File: src/rtl/mrrs_pkg.sv
// Package for the multilevel round-robin scheduler.
// Holds field widths and the command, status and slot state codes.
// No dependencies.
package mrrs_pkg;

   localparam int CMD_W    = 2;
   localparam int TID_W    = 6;
   localparam int LVL_IN_W = 4;
   localparam int PRIO_W   = 8;
   localparam int STATUS_W = 2;
   localparam int SSTATE_W = 2;

   localparam logic [CMD_W-1:0] CMD_ALLOC  = 2'd0;
   localparam logic [CMD_W-1:0] CMD_RUN    = 2'd1;
   localparam logic [CMD_W-1:0] CMD_SLEEP  = 2'd2;
   localparam logic [CMD_W-1:0] CMD_SWITCH = 2'd3;

   localparam logic [STATUS_W-1:0] ST_OK         = 2'd0;
   localparam logic [STATUS_W-1:0] ST_NO_SLOT    = 2'd1;
   localparam logic [STATUS_W-1:0] ST_QUEUE_FULL = 2'd2;
   localparam logic [STATUS_W-1:0] ST_NO_READY   = 2'd3;

   localparam logic [SSTATE_W-1:0] SLOT_FREE      = 2'd0;
   localparam logic [SSTATE_W-1:0] SLOT_ALLOCATED = 2'd1;
   localparam logic [SSTATE_W-1:0] SLOT_QUEUED    = 2'd2;

endpackage

File: src/rtl/mrrs_ram.sv
// Simple dual-port synchronous RAM with one write and one registered read port.
// Used for the slot table and the level queues; no package dependency.
module mrrs_ram #(
   parameter int WIDTH = 8,
   parameter int DEPTH = 64
) (
   input  logic                                   clock,
   input  logic                                   we,
   input  logic [(DEPTH > 1 ? $clog2(DEPTH) : 1)-1:0] waddr,
   input  logic [WIDTH-1:0]                       wdata,
   input  logic [(DEPTH > 1 ? $clog2(DEPTH) : 1)-1:0] raddr,
   output logic [WIDTH-1:0]                       rdata
);

   logic [WIDTH-1:0] mem_ff [DEPTH];
   logic [WIDTH-1:0] rdata_ff;

   always_ff @(posedge clock) begin
      if (we) begin
         mem_ff[waddr] <= wdata;
      end
      rdata_ff <= mem_ff[raddr];
   end

   assign rdata = rdata_ff;

endmodule

File: src/rtl/mrrs_pick.sv
// Priority encoder that finds the highest non-empty level (level 0 first).
// Returns LEVELS when every level is empty; no package dependency.
module mrrs_pick #(
   parameter int LEVELS = 8
) (
   input  logic [LEVELS-1:0]              nonempty,
   output logic [$clog2(LEVELS+1)-1:0]    level
);

   always_comb begin
      level = ($clog2(LEVELS+1))'(LEVELS);
      for (int i = LEVELS - 1; i >= 0; i--) begin
         if (nonempty[i]) begin
            level = ($clog2(LEVELS+1))'(i);
         end
      end
   end

endmodule

File: src/rtl/multilevel_round_robin_scheduler.sv
// Multilevel round-robin task scheduler; uses mrrs_pkg, mrrs_ram and mrrs_pick.
// One command at a time; when a task leaves a queue, that queue is scanned entry by
// entry, and an allocate scans the slot table slot by slot from slot 0.
// The slot table and queue RAMs have one read port each.
// Reset is synchronous; after it a clearing pass zeroes the slot table one slot
// at a time, and no command is taken until it ends.
module multilevel_round_robin_scheduler
   import mrrs_pkg::*;
#(
   parameter int TASK_SLOTS  = 64,
   parameter int LEVELS      = 8,
   parameter int QUEUE_DEPTH = 32
) (
   input  logic        clock,
   input  logic        reset,
   input  logic        req_tvalid,
   output logic        req_tready,
   input  logic [23:0] req_tdata,  // task_id[5:0], level[9:6], priority_req[17:10], zeros
   input  logic [1:0]  req_tuser,  // cmd[1:0]
   output logic        rsp_tvalid,
   input  logic        rsp_tready,
   output logic [23:0] rsp_tdata,  // alloc_id[5:0], current_task[11:6], jump[12],
                                   // slice_length[20:13], slice_valid[21], zeros
   output logic [1:0]  rsp_tuser   // status[1:0]
);

   localparam int IW  = $clog2(TASK_SLOTS);
   localparam int LW  = LEVELS > 1 ? $clog2(LEVELS) : 1;
   localparam int AW  = $clog2(LEVELS + 1);
   localparam int CW  = $clog2(QUEUE_DEPTH + 1);
   localparam int QD  = LEVELS * QUEUE_DEPTH;
   localparam int QAW = QD > 1 ? $clog2(QD) : 1;
   localparam int SW  = SSTATE_W + LW + PRIO_W;

   localparam logic [3:0] S_CLEAR    = 4'd0;
   localparam logic [3:0] S_IDLE     = 4'd1;
   localparam logic [3:0] S_SLOT_RD  = 4'd2;
   localparam logic [3:0] S_SLOT_DEC = 4'd3;
   localparam logic [3:0] S_RT       = 4'd4;
   localparam logic [3:0] S_RT_W     = 4'd5;
   localparam logic [3:0] S_DQ_RD    = 4'd6;
   localparam logic [3:0] S_DQ_W     = 4'd7;
   localparam logic [3:0] S_ENQ      = 4'd8;
   localparam logic [3:0] S_PRIO_RD  = 4'd9;
   localparam logic [3:0] S_PRIO_W   = 4'd10;
   localparam logic [3:0] S_OUT      = 4'd11;

   localparam logic [2:0] RET_DONE    = 3'd0;
   localparam logic [2:0] RET_SLP_OLD = 3'd1;
   localparam logic [2:0] RET_SLP_NEW = 3'd2;
   localparam logic [2:0] RET_SW_OLD  = 3'd3;
   localparam logic [2:0] RET_SW_NEW  = 3'd4;

   logic [3:0]          state_ff, state_in;
   logic [2:0]          ret_ff, ret_in;
   logic [CMD_W-1:0]    cmd_ff, cmd_in;
   logic [IW-1:0]       t_ff, t_in;
   logic                inrange_ff, inrange_in;
   logic [LVL_IN_W-1:0] lvl_ff, lvl_in;
   logic [PRIO_W-1:0]   prio_ff, prio_in;
   logic [IW-1:0]       idx_ff, idx_in;
   logic [LW-1:0]       target_ff, target_in;
   logic                enq_after_ff, enq_after_in;
   logic                was_cur_ff, was_cur_in;
   logic [LW-1:0]       dq_lv_ff, dq_lv_in;
   logic [CW-1:0]       k_ff, k_in;
   logic                found_ff, found_in;
   logic [CW-1:0]       fidx_ff, fidx_in;
   logic                rt_ok_ff, rt_ok_in;
   logic                old_ok_ff, old_ok_in;
   logic [IW-1:0]       old_ff, old_in;
   logic                cur_ok_ff, cur_ok_in;
   logic [IW-1:0]       cur_ff, cur_in;
   logic [STATUS_W-1:0] status_ff, status_in;
   logic [TID_W-1:0]    alloc_ff, alloc_in;
   logic                jump_ff, jump_in;
   logic [PRIO_W-1:0]   slice_ff, slice_in;
   logic                svalid_ff, svalid_in;
   logic [CW-1:0]       cnt_ff [LEVELS];
   logic [CW-1:0]       cnt_in [LEVELS];
   logic [CW-1:0]       ptr_ff [LEVELS];
   logic [CW-1:0]       ptr_in [LEVELS];
   logic [AW-1:0]       act_ff, act_in;
   logic                dirty_ff, dirty_in;
   logic                rsp_valid_ff, rsp_valid_in;
   logic [23:0]         rsp_data_ff, rsp_data_in;
   logic [1:0]          rsp_user_ff, rsp_user_in;

   logic              slot_we;
   logic [IW-1:0]     slot_waddr, slot_raddr;
   logic [SW-1:0]     slot_wdata, slot_rdata;
   logic              q_we;
   logic [QAW-1:0]    q_waddr, q_raddr;
   logic [IW-1:0]     q_wdata, q_rdata;
   logic [LEVELS-1:0] nonempty;
   logic [AW-1:0]     pick_level;

   logic [SSTATE_W-1:0] s_state;
   logic [LW-1:0]       s_level;
   logic [PRIO_W-1:0]   s_prio;
   logic [LW-1:0]       act_idx;
   logic                rt_cond;
   logic [31:0]         tgt_w, tmp_w, ptr_w;
   logic [LW-1:0]       tgt;
   logic                queued, need_add;

   mrrs_ram #(.WIDTH(SW), .DEPTH(TASK_SLOTS)) u_slot_ram (
      .clock (clock),
      .we    (slot_we),
      .waddr (slot_waddr),
      .wdata (slot_wdata),
      .raddr (slot_raddr),
      .rdata (slot_rdata)
   );

   mrrs_ram #(.WIDTH(IW), .DEPTH(QD)) u_queue_ram (
      .clock (clock),
      .we    (q_we),
      .waddr (q_waddr),
      .wdata (q_wdata),
      .raddr (q_raddr),
      .rdata (q_rdata)
   );

   // The pick sees the counts as they stand after a removal in the same cycle.
   always_comb begin
      for (int i = 0; i < LEVELS; i++) begin
         nonempty[i] = cnt_in[i] != '0;
      end
   end

   mrrs_pick #(.LEVELS(LEVELS)) u_pick (
      .nonempty (nonempty),
      .level    (pick_level)
   );

   assign s_prio  = slot_rdata[PRIO_W-1:0];
   assign s_level = slot_rdata[PRIO_W+LW-1:PRIO_W];
   assign s_state = slot_rdata[SW-1:SW-SSTATE_W];
   assign act_idx = act_ff[LW-1:0];
   assign rt_cond = (32'(act_ff) < LEVELS) && (cnt_ff[act_idx] != '0)
                    && (ptr_ff[act_idx] < cnt_ff[act_idx]);

   assign req_tready = state_ff == S_IDLE;
   assign rsp_tvalid = rsp_valid_ff;
   assign rsp_tdata  = rsp_data_ff;
   assign rsp_tuser  = rsp_user_ff;

   always_comb begin
      state_in     = state_ff;
      ret_in       = ret_ff;
      cmd_in       = cmd_ff;
      t_in         = t_ff;
      inrange_in   = inrange_ff;
      lvl_in       = lvl_ff;
      prio_in      = prio_ff;
      idx_in       = idx_ff;
      target_in    = target_ff;
      enq_after_in = enq_after_ff;
      was_cur_in   = was_cur_ff;
      dq_lv_in     = dq_lv_ff;
      k_in         = k_ff;
      found_in     = found_ff;
      fidx_in      = fidx_ff;
      rt_ok_in     = rt_ok_ff;
      old_ok_in    = old_ok_ff;
      old_in       = old_ff;
      cur_ok_in    = cur_ok_ff;
      cur_in       = cur_ff;
      status_in    = status_ff;
      alloc_in     = alloc_ff;
      jump_in      = jump_ff;
      slice_in     = slice_ff;
      svalid_in    = svalid_ff;
      cnt_in       = cnt_ff;
      ptr_in       = ptr_ff;
      act_in       = act_ff;
      dirty_in     = dirty_ff;
      rsp_valid_in = rsp_valid_ff && !rsp_tready;
      rsp_data_in  = rsp_data_ff;
      rsp_user_in  = rsp_user_ff;
      slot_we      = 1'b0;
      slot_waddr   = t_ff;
      slot_wdata   = slot_rdata;
      slot_raddr   = (cmd_ff == CMD_ALLOC) ? idx_ff : t_ff;
      q_we         = 1'b0;
      q_waddr      = '0;
      q_wdata      = t_ff;
      q_raddr      = QAW'(32'(act_idx) * QUEUE_DEPTH + 32'(ptr_ff[act_idx]));
      tgt_w        = 32'(lvl_ff[2:0]);
      tgt          = '0;
      queued       = s_state == SLOT_QUEUED;
      need_add     = 1'b0;
      tmp_w        = '0;
      ptr_w        = '0;

      case (state_ff)
         S_CLEAR: begin
            slot_we    = 1'b1;
            slot_waddr = idx_ff;
            slot_wdata = '0;
            idx_in     = idx_ff + 1'b1;
            if (idx_ff == IW'(TASK_SLOTS - 1)) begin
               idx_in   = '0;
               state_in = S_IDLE;
            end
         end
         S_IDLE: begin
            if (req_tvalid) begin
               cmd_in     = req_tuser;
               t_in       = IW'(req_tdata[5:0]);
               inrange_in = 32'(req_tdata[5:0]) < TASK_SLOTS;
               lvl_in     = req_tdata[9:6];
               prio_in    = req_tdata[17:10];
               idx_in     = '0;
               status_in  = ST_OK;
               alloc_in   = '0;
               jump_in    = 1'b0;
               slice_in   = '0;
               svalid_in  = 1'b0;
               ret_in     = RET_DONE;
               if (req_tuser == CMD_SWITCH) begin
                  ret_in   = RET_SW_OLD;
                  state_in = S_RT;
               end else if (req_tuser == CMD_ALLOC || 32'(req_tdata[5:0]) < TASK_SLOTS) begin
                  state_in = S_SLOT_RD;
               end else begin
                  state_in = S_RT;
               end
            end
         end
         S_SLOT_RD: begin
            state_in = S_SLOT_DEC;
         end
         S_SLOT_DEC: begin
            state_in = S_RT;
            ret_in   = RET_DONE;
            case (cmd_ff)
               CMD_ALLOC: begin
                  if (s_state == SLOT_FREE) begin
                     slot_we    = 1'b1;
                     slot_waddr = idx_ff;
                     slot_wdata = {SLOT_ALLOCATED, s_level, s_prio};
                     alloc_in   = TID_W'(idx_ff);
                  end else if (idx_ff == IW'(TASK_SLOTS - 1)) begin
                     status_in = ST_NO_SLOT;
                  end else begin
                     idx_in   = idx_ff + 1'b1;
                     state_in = S_SLOT_RD;
                  end
               end
               CMD_RUN: begin
                  if (lvl_ff[LVL_IN_W-1]) begin
                     tgt_w = 32'(s_level);
                  end
                  if (tgt_w >= LEVELS) begin
                     tgt_w = LEVELS - 1;
                  end
                  tgt      = LW'(tgt_w);
                  need_add = !(queued && s_level == tgt);
                  if (need_add && 32'(cnt_ff[tgt]) >= QUEUE_DEPTH) begin
                     status_in = ST_QUEUE_FULL;
                  end else begin
                     slot_we    = 1'b1;
                     slot_wdata = {SLOT_QUEUED, tgt, (prio_ff != '0) ? prio_ff : s_prio};
                     dirty_in   = 1'b1;
                     target_in  = tgt;
                     if (queued && need_add) begin
                        enq_after_in = 1'b1;
                        dq_lv_in     = s_level;
                        k_in         = '0;
                        found_in     = 1'b0;
                        state_in     = S_DQ_RD;
                     end else if (need_add) begin
                        state_in = S_ENQ;
                     end
                  end
               end
               CMD_SLEEP: begin
                  if (queued) begin
                     slot_we      = 1'b1;
                     slot_wdata   = {SLOT_ALLOCATED, s_level, s_prio};
                     dq_lv_in     = s_level;
                     enq_after_in = 1'b0;
                     ret_in       = RET_SLP_OLD;
                  end
               end
               default: begin
                  state_in = S_RT;
               end
            endcase
         end
         S_RT: begin
            rt_ok_in = rt_cond;
            state_in = S_RT_W;
         end
         S_RT_W: begin
            case (ret_ff)
               RET_SLP_OLD: begin
                  was_cur_in = rt_ok_ff && q_rdata == t_ff;
                  k_in       = '0;
                  found_in   = 1'b0;
                  state_in   = S_DQ_RD;
               end
               RET_SW_OLD: begin
                  old_ok_in = rt_ok_ff;
                  old_in    = q_rdata;
                  if (rt_ok_ff) begin
                     if (ptr_ff[act_idx] + 1'b1 >= cnt_ff[act_idx]) begin
                        ptr_in[act_idx] = '0;
                     end else begin
                        ptr_in[act_idx] = ptr_ff[act_idx] + 1'b1;
                     end
                  end
                  if (dirty_ff) begin
                     act_in   = pick_level;
                     dirty_in = 1'b0;
                  end
                  ret_in   = RET_SW_NEW;
                  state_in = S_RT;
               end
               RET_SW_NEW: begin
                  cur_ok_in = rt_ok_ff;
                  cur_in    = q_rdata;
                  if (rt_ok_ff) begin
                     state_in = S_PRIO_RD;
                  end else begin
                     status_in = ST_NO_READY;
                     state_in  = S_OUT;
                  end
               end
               RET_SLP_NEW: begin
                  cur_ok_in = rt_ok_ff;
                  cur_in    = q_rdata;
                  if (rt_ok_ff) begin
                     jump_in = 1'b1;
                  end else begin
                     status_in = ST_NO_READY;
                  end
                  state_in = S_OUT;
               end
               default: begin
                  cur_ok_in = rt_ok_ff;
                  cur_in    = q_rdata;
                  state_in  = S_OUT;
               end
            endcase
         end
         S_DQ_RD: begin
            q_raddr = QAW'(32'(dq_lv_ff) * QUEUE_DEPTH + 32'(k_ff));
            if (k_ff == cnt_ff[dq_lv_ff]) begin
               if (found_ff) begin
                  tmp_w = 32'(cnt_ff[dq_lv_ff]) - 1;
                  ptr_w = 32'(ptr_ff[dq_lv_ff]);
                  if (fidx_ff < ptr_ff[dq_lv_ff]) begin
                     ptr_w = ptr_w - 1;
                  end
                  if (ptr_w >= tmp_w) begin
                     ptr_w = '0;
                  end
                  cnt_in[dq_lv_ff] = CW'(tmp_w);
                  ptr_in[dq_lv_ff] = CW'(ptr_w);
               end
               state_in = S_RT;
               ret_in   = RET_DONE;
               if (enq_after_ff) begin
                  state_in = S_ENQ;
               end else if (was_cur_ff) begin
                  act_in   = pick_level;
                  dirty_in = 1'b0;
                  ret_in   = RET_SLP_NEW;
               end
            end else begin
               state_in = S_DQ_W;
            end
         end
         S_DQ_W: begin
            if (found_ff) begin
               q_we    = 1'b1;
               q_waddr = QAW'(32'(dq_lv_ff) * QUEUE_DEPTH + 32'(k_ff) - 1);
               q_wdata = q_rdata;
            end else if (q_rdata == t_ff) begin
               found_in = 1'b1;
               fidx_in  = k_ff;
            end
            k_in     = k_ff + 1'b1;
            state_in = S_DQ_RD;
         end
         S_ENQ: begin
            q_we              = 1'b1;
            q_waddr           = QAW'(32'(target_ff) * QUEUE_DEPTH + 32'(cnt_ff[target_ff]));
            cnt_in[target_ff] = cnt_ff[target_ff] + 1'b1;
            ret_in            = RET_DONE;
            state_in          = S_RT;
         end
         S_PRIO_RD: begin
            slot_raddr = cur_ff;
            state_in   = S_PRIO_W;
         end
         S_PRIO_W: begin
            slice_in  = s_prio;
            svalid_in = 1'b1;
            jump_in   = !old_ok_ff || cur_ff != old_ff;
            state_in  = S_OUT;
         end
         S_OUT: begin
            if (!rsp_valid_ff || rsp_tready) begin
               rsp_valid_in = 1'b1;
               rsp_user_in  = status_ff;
               rsp_data_in  = {2'b00, svalid_ff, slice_ff, jump_ff,
                               cur_ok_ff ? TID_W'(cur_ff) : TID_W'(0), alloc_ff};
               state_in     = S_IDLE;
            end
         end
         default: begin
            state_in = S_IDLE;
         end
      endcase
   end

   always_ff @(posedge clock) begin
      if (reset) begin
         state_ff     <= S_CLEAR;
         idx_ff       <= '0;
         act_ff       <= '0;
         dirty_ff     <= 1'b0;
         rsp_valid_ff <= 1'b0;
         for (int i = 0; i < LEVELS; i++) begin
            cnt_ff[i] <= '0;
            ptr_ff[i] <= '0;
         end
      end else begin
         state_ff     <= state_in;
         idx_ff       <= idx_in;
         act_ff       <= act_in;
         dirty_ff     <= dirty_in;
         rsp_valid_ff <= rsp_valid_in;
         cnt_ff       <= cnt_in;
         ptr_ff       <= ptr_in;
      end
   end

   always_ff @(posedge clock) begin
      ret_ff       <= ret_in;
      cmd_ff       <= cmd_in;
      t_ff         <= t_in;
      inrange_ff   <= inrange_in;
      lvl_ff       <= lvl_in;
      prio_ff      <= prio_in;
      target_ff    <= target_in;
      enq_after_ff <= enq_after_in;
      was_cur_ff   <= was_cur_in;
      dq_lv_ff     <= dq_lv_in;
      k_ff         <= k_in;
      found_ff     <= found_in;
      fidx_ff      <= fidx_in;
      rt_ok_ff     <= rt_ok_in;
      old_ok_ff    <= old_ok_in;
      old_ff       <= old_in;
      cur_ok_ff    <= cur_ok_in;
      cur_ff       <= cur_in;
      status_ff    <= status_in;
      alloc_ff     <= alloc_in;
      jump_ff      <= jump_in;
      slice_ff     <= slice_in;
      svalid_ff    <= svalid_in;
      rsp_data_ff  <= rsp_data_in;
      rsp_user_ff  <= rsp_user_in;
   end

   // A timer reload or a context switch is only reported with an ok status.
   a_slice_ok: assert property (@(posedge clock) disable iff (reset)
      rsp_tvalid |-> !((rsp_tdata[21] || rsp_tdata[12]) && rsp_tuser != ST_OK))
      else $error("slice_valid or jump with a failing status");

   // The active level never points past the level that means none.
   a_active_range: assert property (@(posedge clock) disable iff (reset)
      32'(act_ff) <= LEVELS)
      else $error("active level out of range");

   // One command is in flight at a time.
   a_one_cmd: assert property (@(posedge clock) disable iff (reset)
      req_tvalid && req_tready |=> !req_tready)
      else $error("second command taken while busy");

   // A scan of a level queue never runs past its fill count.
   a_scan_bound: assert property (@(posedge clock) disable iff (reset)
      state_ff == S_DQ_W |-> k_ff < cnt_ff[dq_lv_ff])
      else $error("queue scan beyond fill count");

   // An out-of-range slot never reaches the slot table for run or sleep.
   a_range_guard: assert property (@(posedge clock) disable iff (reset)
      state_ff == S_SLOT_DEC && cmd_ff != CMD_ALLOC |-> inrange_ff)
      else $error("slot table accessed with out-of-range task");

endmodule

File: config.mk
export PLATFORM = sky130hd
export DESIGN_NAME = multilevel_round_robin_scheduler
export DESIGN_NICKNAME = d
export VERILOG_FILES = /design/src/rtl/mrrs_pkg.sv /design/src/rtl/mrrs_ram.sv /design/src/rtl/mrrs_pick.sv /design/src/rtl/multilevel_round_robin_scheduler.sv
export SDC_FILE = /design/constraint.sdc
export NUM_CORES = 2
export LEC_CHECK = 0
export BUFFER_PORTS_ARGS = -buffer_cell sky130_fd_sc_hd__buf_4
export CAP_MARGIN = 0
export CORE_UTILIZATION = 57
export DETAILED_ROUTE_END_ITERATION = 8
export PLACE_DENSITY = 0.76
export SLEW_MARGIN = 10
export SYNTH_ARGS = -nofsm -noshare
export SYNTH_HDL_FRONTEND = slang
export SYNTH_HIERARCHICAL = 1
export SYNTH_SLANG_ARGS = --single-unit
File: constraint.sdc
create_clock -name clock -period 4.7 [get_ports clock]
set_input_delay 0.235 -clock clock [delete_from_list [all_inputs] [get_ports clock]]
set_output_delay 0.235 -clock clock [all_outputs]
set_load 0.01 [all_outputs]
==> key figures <==
Clock network
  • CTS max path bufs: 4
  • Root Driver: clkbuf_16
  • CTS tree: built
  • Htree depth: 5
  • Clk slew on worst S/H paths: around 70 ps
  • Number of CTS-inserted buffers: roughly 280
  • CTS Sinks: 2,600
  • Clock Latency Late Sink: about 930 ps

Placement
  • Dpl cells: around 8,600
  • Cell Area, Placed: 112,700 um2
  • Port bufs: roughly 50
  • Setup WS pre-CTS: between 5 and 6 ps
  • DP HPWL: between 150 and 200 mm
  • GPL Wtd Cong: a little over 1

Final layout
  • Area Overhead vs Synth: 14.29%
  • Share of layout cells above drive strength 1: 24.62%
  • Area of the multi-input gates: between 20,000 and 30,000 um2
  • Commonest cells after routing, fill and taps aside: edfxtp_1, nor2_1, mux4_2
  • Leading cell type in the layout, fill and taps excluded: edfxtp_1
  • Fin util: approximately 66%
  • Filler cell count: between 10,000 and 15,000
  • Sequential cell area: ~77,000 um2
  • Final cell count without fillers: between 9,000 and 10,000
  • Nets@finish: ~6,500
  • Cell area after layout: between 100,000 and 150,000 um2

Synthesis
  • Adder and majority cell fraction of the synthesized area: less than 1%
  • Post-synth EDFFs: roughly 2,500
  • Mux contribution to synthesized area: roughly 15%
  • Mapped Avg Cell Area: approximately 18 um2
  • Largest family of logic cells by synthesized area: multiplexers
  • Ys flop type: edfxtp_1
  • Mapped cell area: about 110,000 um2
  • Post-Syn Instances: 5,946
  • Yosys top cell area share: a little over two thirds
  • Seq cells post-synth: 2,600
  • Asr flop ratio synth: 0%
  • Post-synthesis sequential area ratio: between 70 and 80%
  • Post-synthesis xor/xnor area fraction: less than 1%
  • YS warnings: 6
  • Cell variety after synth: between 90 and 100
  • Most area-consuming cells after synthesis: edfxtp_1, mux4_2, dfxtp_1
  • Synth Area in Compound Gates: around 5.2%
  • Synth Area in Simple Gates: under 10%
  • Yosys top cell by area: edfxtp_1

Power and ir drop
  • Clock share of power: a little under half
  • Int Pwr: about 37,000 uW
  • Comb power frac: less than 1%
  • Sw frac: just under 20%
  • Power density over the cells: 381.4 nW/um2
  • Leak pwr: around 0.038 uW
  • NetSw: between 8000 and 9000 uW
  • Sequential share of power: 53.9%
  • Max VDD drop: about 0.44 mV

Floorplanning
  • Die H: about 430 um
  • Die X: between 400 and 500 um
  • Boundary Pins: 58
  • Row count: 158
  • Initial core utilization: between 50% and 60%
  • Core Area: about 190,000 um2
  • Die Area: around 190,000 um2

STA
  • Final Worst Setup Slack: approximately 27 ps
  • Post-Route Skew: between 60 and 70 ps
  • Slew Limit Fails: 0
  • Setup violators final: 0
  • Max Freq: ~210 MHz
  • Slew margin rel.: approximately 16%
  • Final Hold Viols: 0
  • Slew @ Worst Pin: 1266 ps
  • Post-route minimum period: ~4700 ps
  • Final worst path period share: 99.43%
  • Unrepaired setup endpoints after global routing: false

Run status
  • Outcome: complete, no violations

Detailed routing
  • Post-Route WL: 292.9 mm
  • Vias per cell: approximately 6.8
  • First-pass DRT Iterations: 7
  • Routed length per instance: about 32 um
  • DRC violations left: 0
  • Routed Antenna Nets: 0
  • Vias after detailed routing: 61,960
  • Drt initial violations: around 8,600

Flow run
  • Number of max-cap violations: 0

Hold path
  • Worst hold path type: input pin to flop

Worst setup path
  • Crit path DAT: around 5500 ps
  • Worst R2R Setup Slack: 30 ps
  • Setup crit start kind: flop
  • Worst path required time: approximately 5600 ps
  • Worst-path maximum fanout: 47
  • Setup CP Type: flop to flop
  • Crit. End Element: flop

Global route
  • Vias in the first global route: slightly above 60,000
  • Largest net degree at the start of global routing: around 150
  • First-pass GRT wire length: ~420 mm
  • Total GRT Usage: roughly 31%
  • Total congestion overflow: 0
  • Initial antenna violation count: 10
-- per-stage QoR --
step | hold slack (ps) | power [uW] | TNS (ps)
after global routing | 27.16 | 47470 | 0
after global placement | 403.1 | 25830 | 0
after floorplan | 333.9 | 25720 | -79420
final | 55.15 | 46430 | 0
after detailed placement | 407.2 | 25840 | 0
after CTS | 1.587 | 46590 | 0
-- layout make-up --
type	instances	area share [%]
well taps	2480	2.549
inverters	42	0.1295
clock buffers	338	6.053
flip-flops and latches	2600	63.06
diodes	6	0.01233
clock inverters	137	1.007
repair buffers	577	4.024
multi-input cells	2950	23.17
-- logic make-up (layout without fill, tap and decap cells) --
kind of cell | Yosys count | in the layout
buffers and inverters | 397 | 1094
xor gates and xnor gates | 54 | 54
other | 1 | 8
adders and majority gates | 38 | 38
and+or+nand+nor | 1254 | 1254
muxes | 834 | 834
DFF | 2600 | 2600
AOI/OAI and AO/OA | 768 | 768
-- cell usage after synthesis (30+ instances only) --
cell,instances
a211oi_1,42
a21oi_1,135
a221oi_1,43
a22o_1,31
a22oi_1,131
and2_1,47
buf_2,77
buf_4,47
clkbuf_1,187
dfxtp_1,131
edfxtp_1,2469
ha_1,38
inv_1,38
mux2_2,46
mux2i_1,212
mux4_2,575
nand2_1,211
nand2b_1,30
nand3_1,76
nor2_1,611
nor2b_1,60
nor3_1,81
o21ai_0,86
o221ai_1,52
o22ai_1,67
xnor2_1,32
-- critical path: stages, from the launching register on --
cell and delay [ps]:
dfxtp_1 330, buf_4 300, mux4_2 280, mux2_2 280
nor2_1 120, a21oi_4 330, buf_12 330, nor2b_1 970
nand2_1 420, o221ai_1 320, o21ai_0 180, nor3_1 490
a211o_1 210
-- sequential cells by signal, indices dropped and copies added (netlist names), 6 cells and up --
name,flops
u_queue_ram/mem_ff,1536
u_slot_ram/mem_ff,832
cnt_ff,48
ptr_ff,48
rsp_tdata,22
u_slot_ram/rdata,13
prio_ff,8
slice_ff,8
alloc_ff,6
cur_ff,6
fidx_ff,6
idx_ff,6
k_ff,6
old_ff,6
t_ff,6
u_queue_ram/rdata,6
-- what timing repair did --
item,CTS,global route
endpoints found under the setup margin,4,50
pin swaps,0,5
setup buffers,0,1
gates resized for setup,1,20
hold buffers,30,0
hold endpoints to repair,103,0
cloned,0,0
-- path summary, 6_finish.rpt --
kind	start	end	cells after the start
max	act_ff[0]	u_queue_ram/rdata[4]	12
min reg2reg	slice_ff[6]	rsp_tdata[19]	0
min	req_tdata[7]	lvl_ff[1]	2
max reg2reg	act_ff[0]	u_queue_ram/rdata[4]	12
-- power by group through the flow --
stage | clock network [uW] | logic, uW | registers, uW
finish | 21100 | 345 | 25000
floorplan | 0 | 201 | 25500
global placement | 0 | 311 | 25500
global route | 22100 | 358 | 25000
detailed placement | 0 | 315 | 25500
CTS | 21200 | 339 | 25000
-- routing by layer --
layer,GRT usage [%],wire length (um),vias up
li1,-,-,25160
met1,42.05,105900,31670
met2,48.80,138900,4264
met3,6.816,32040,851
met4,15.36,15920,6
met5,0,41,-
No activity file was read; power rests on OpenSTA's default activity.
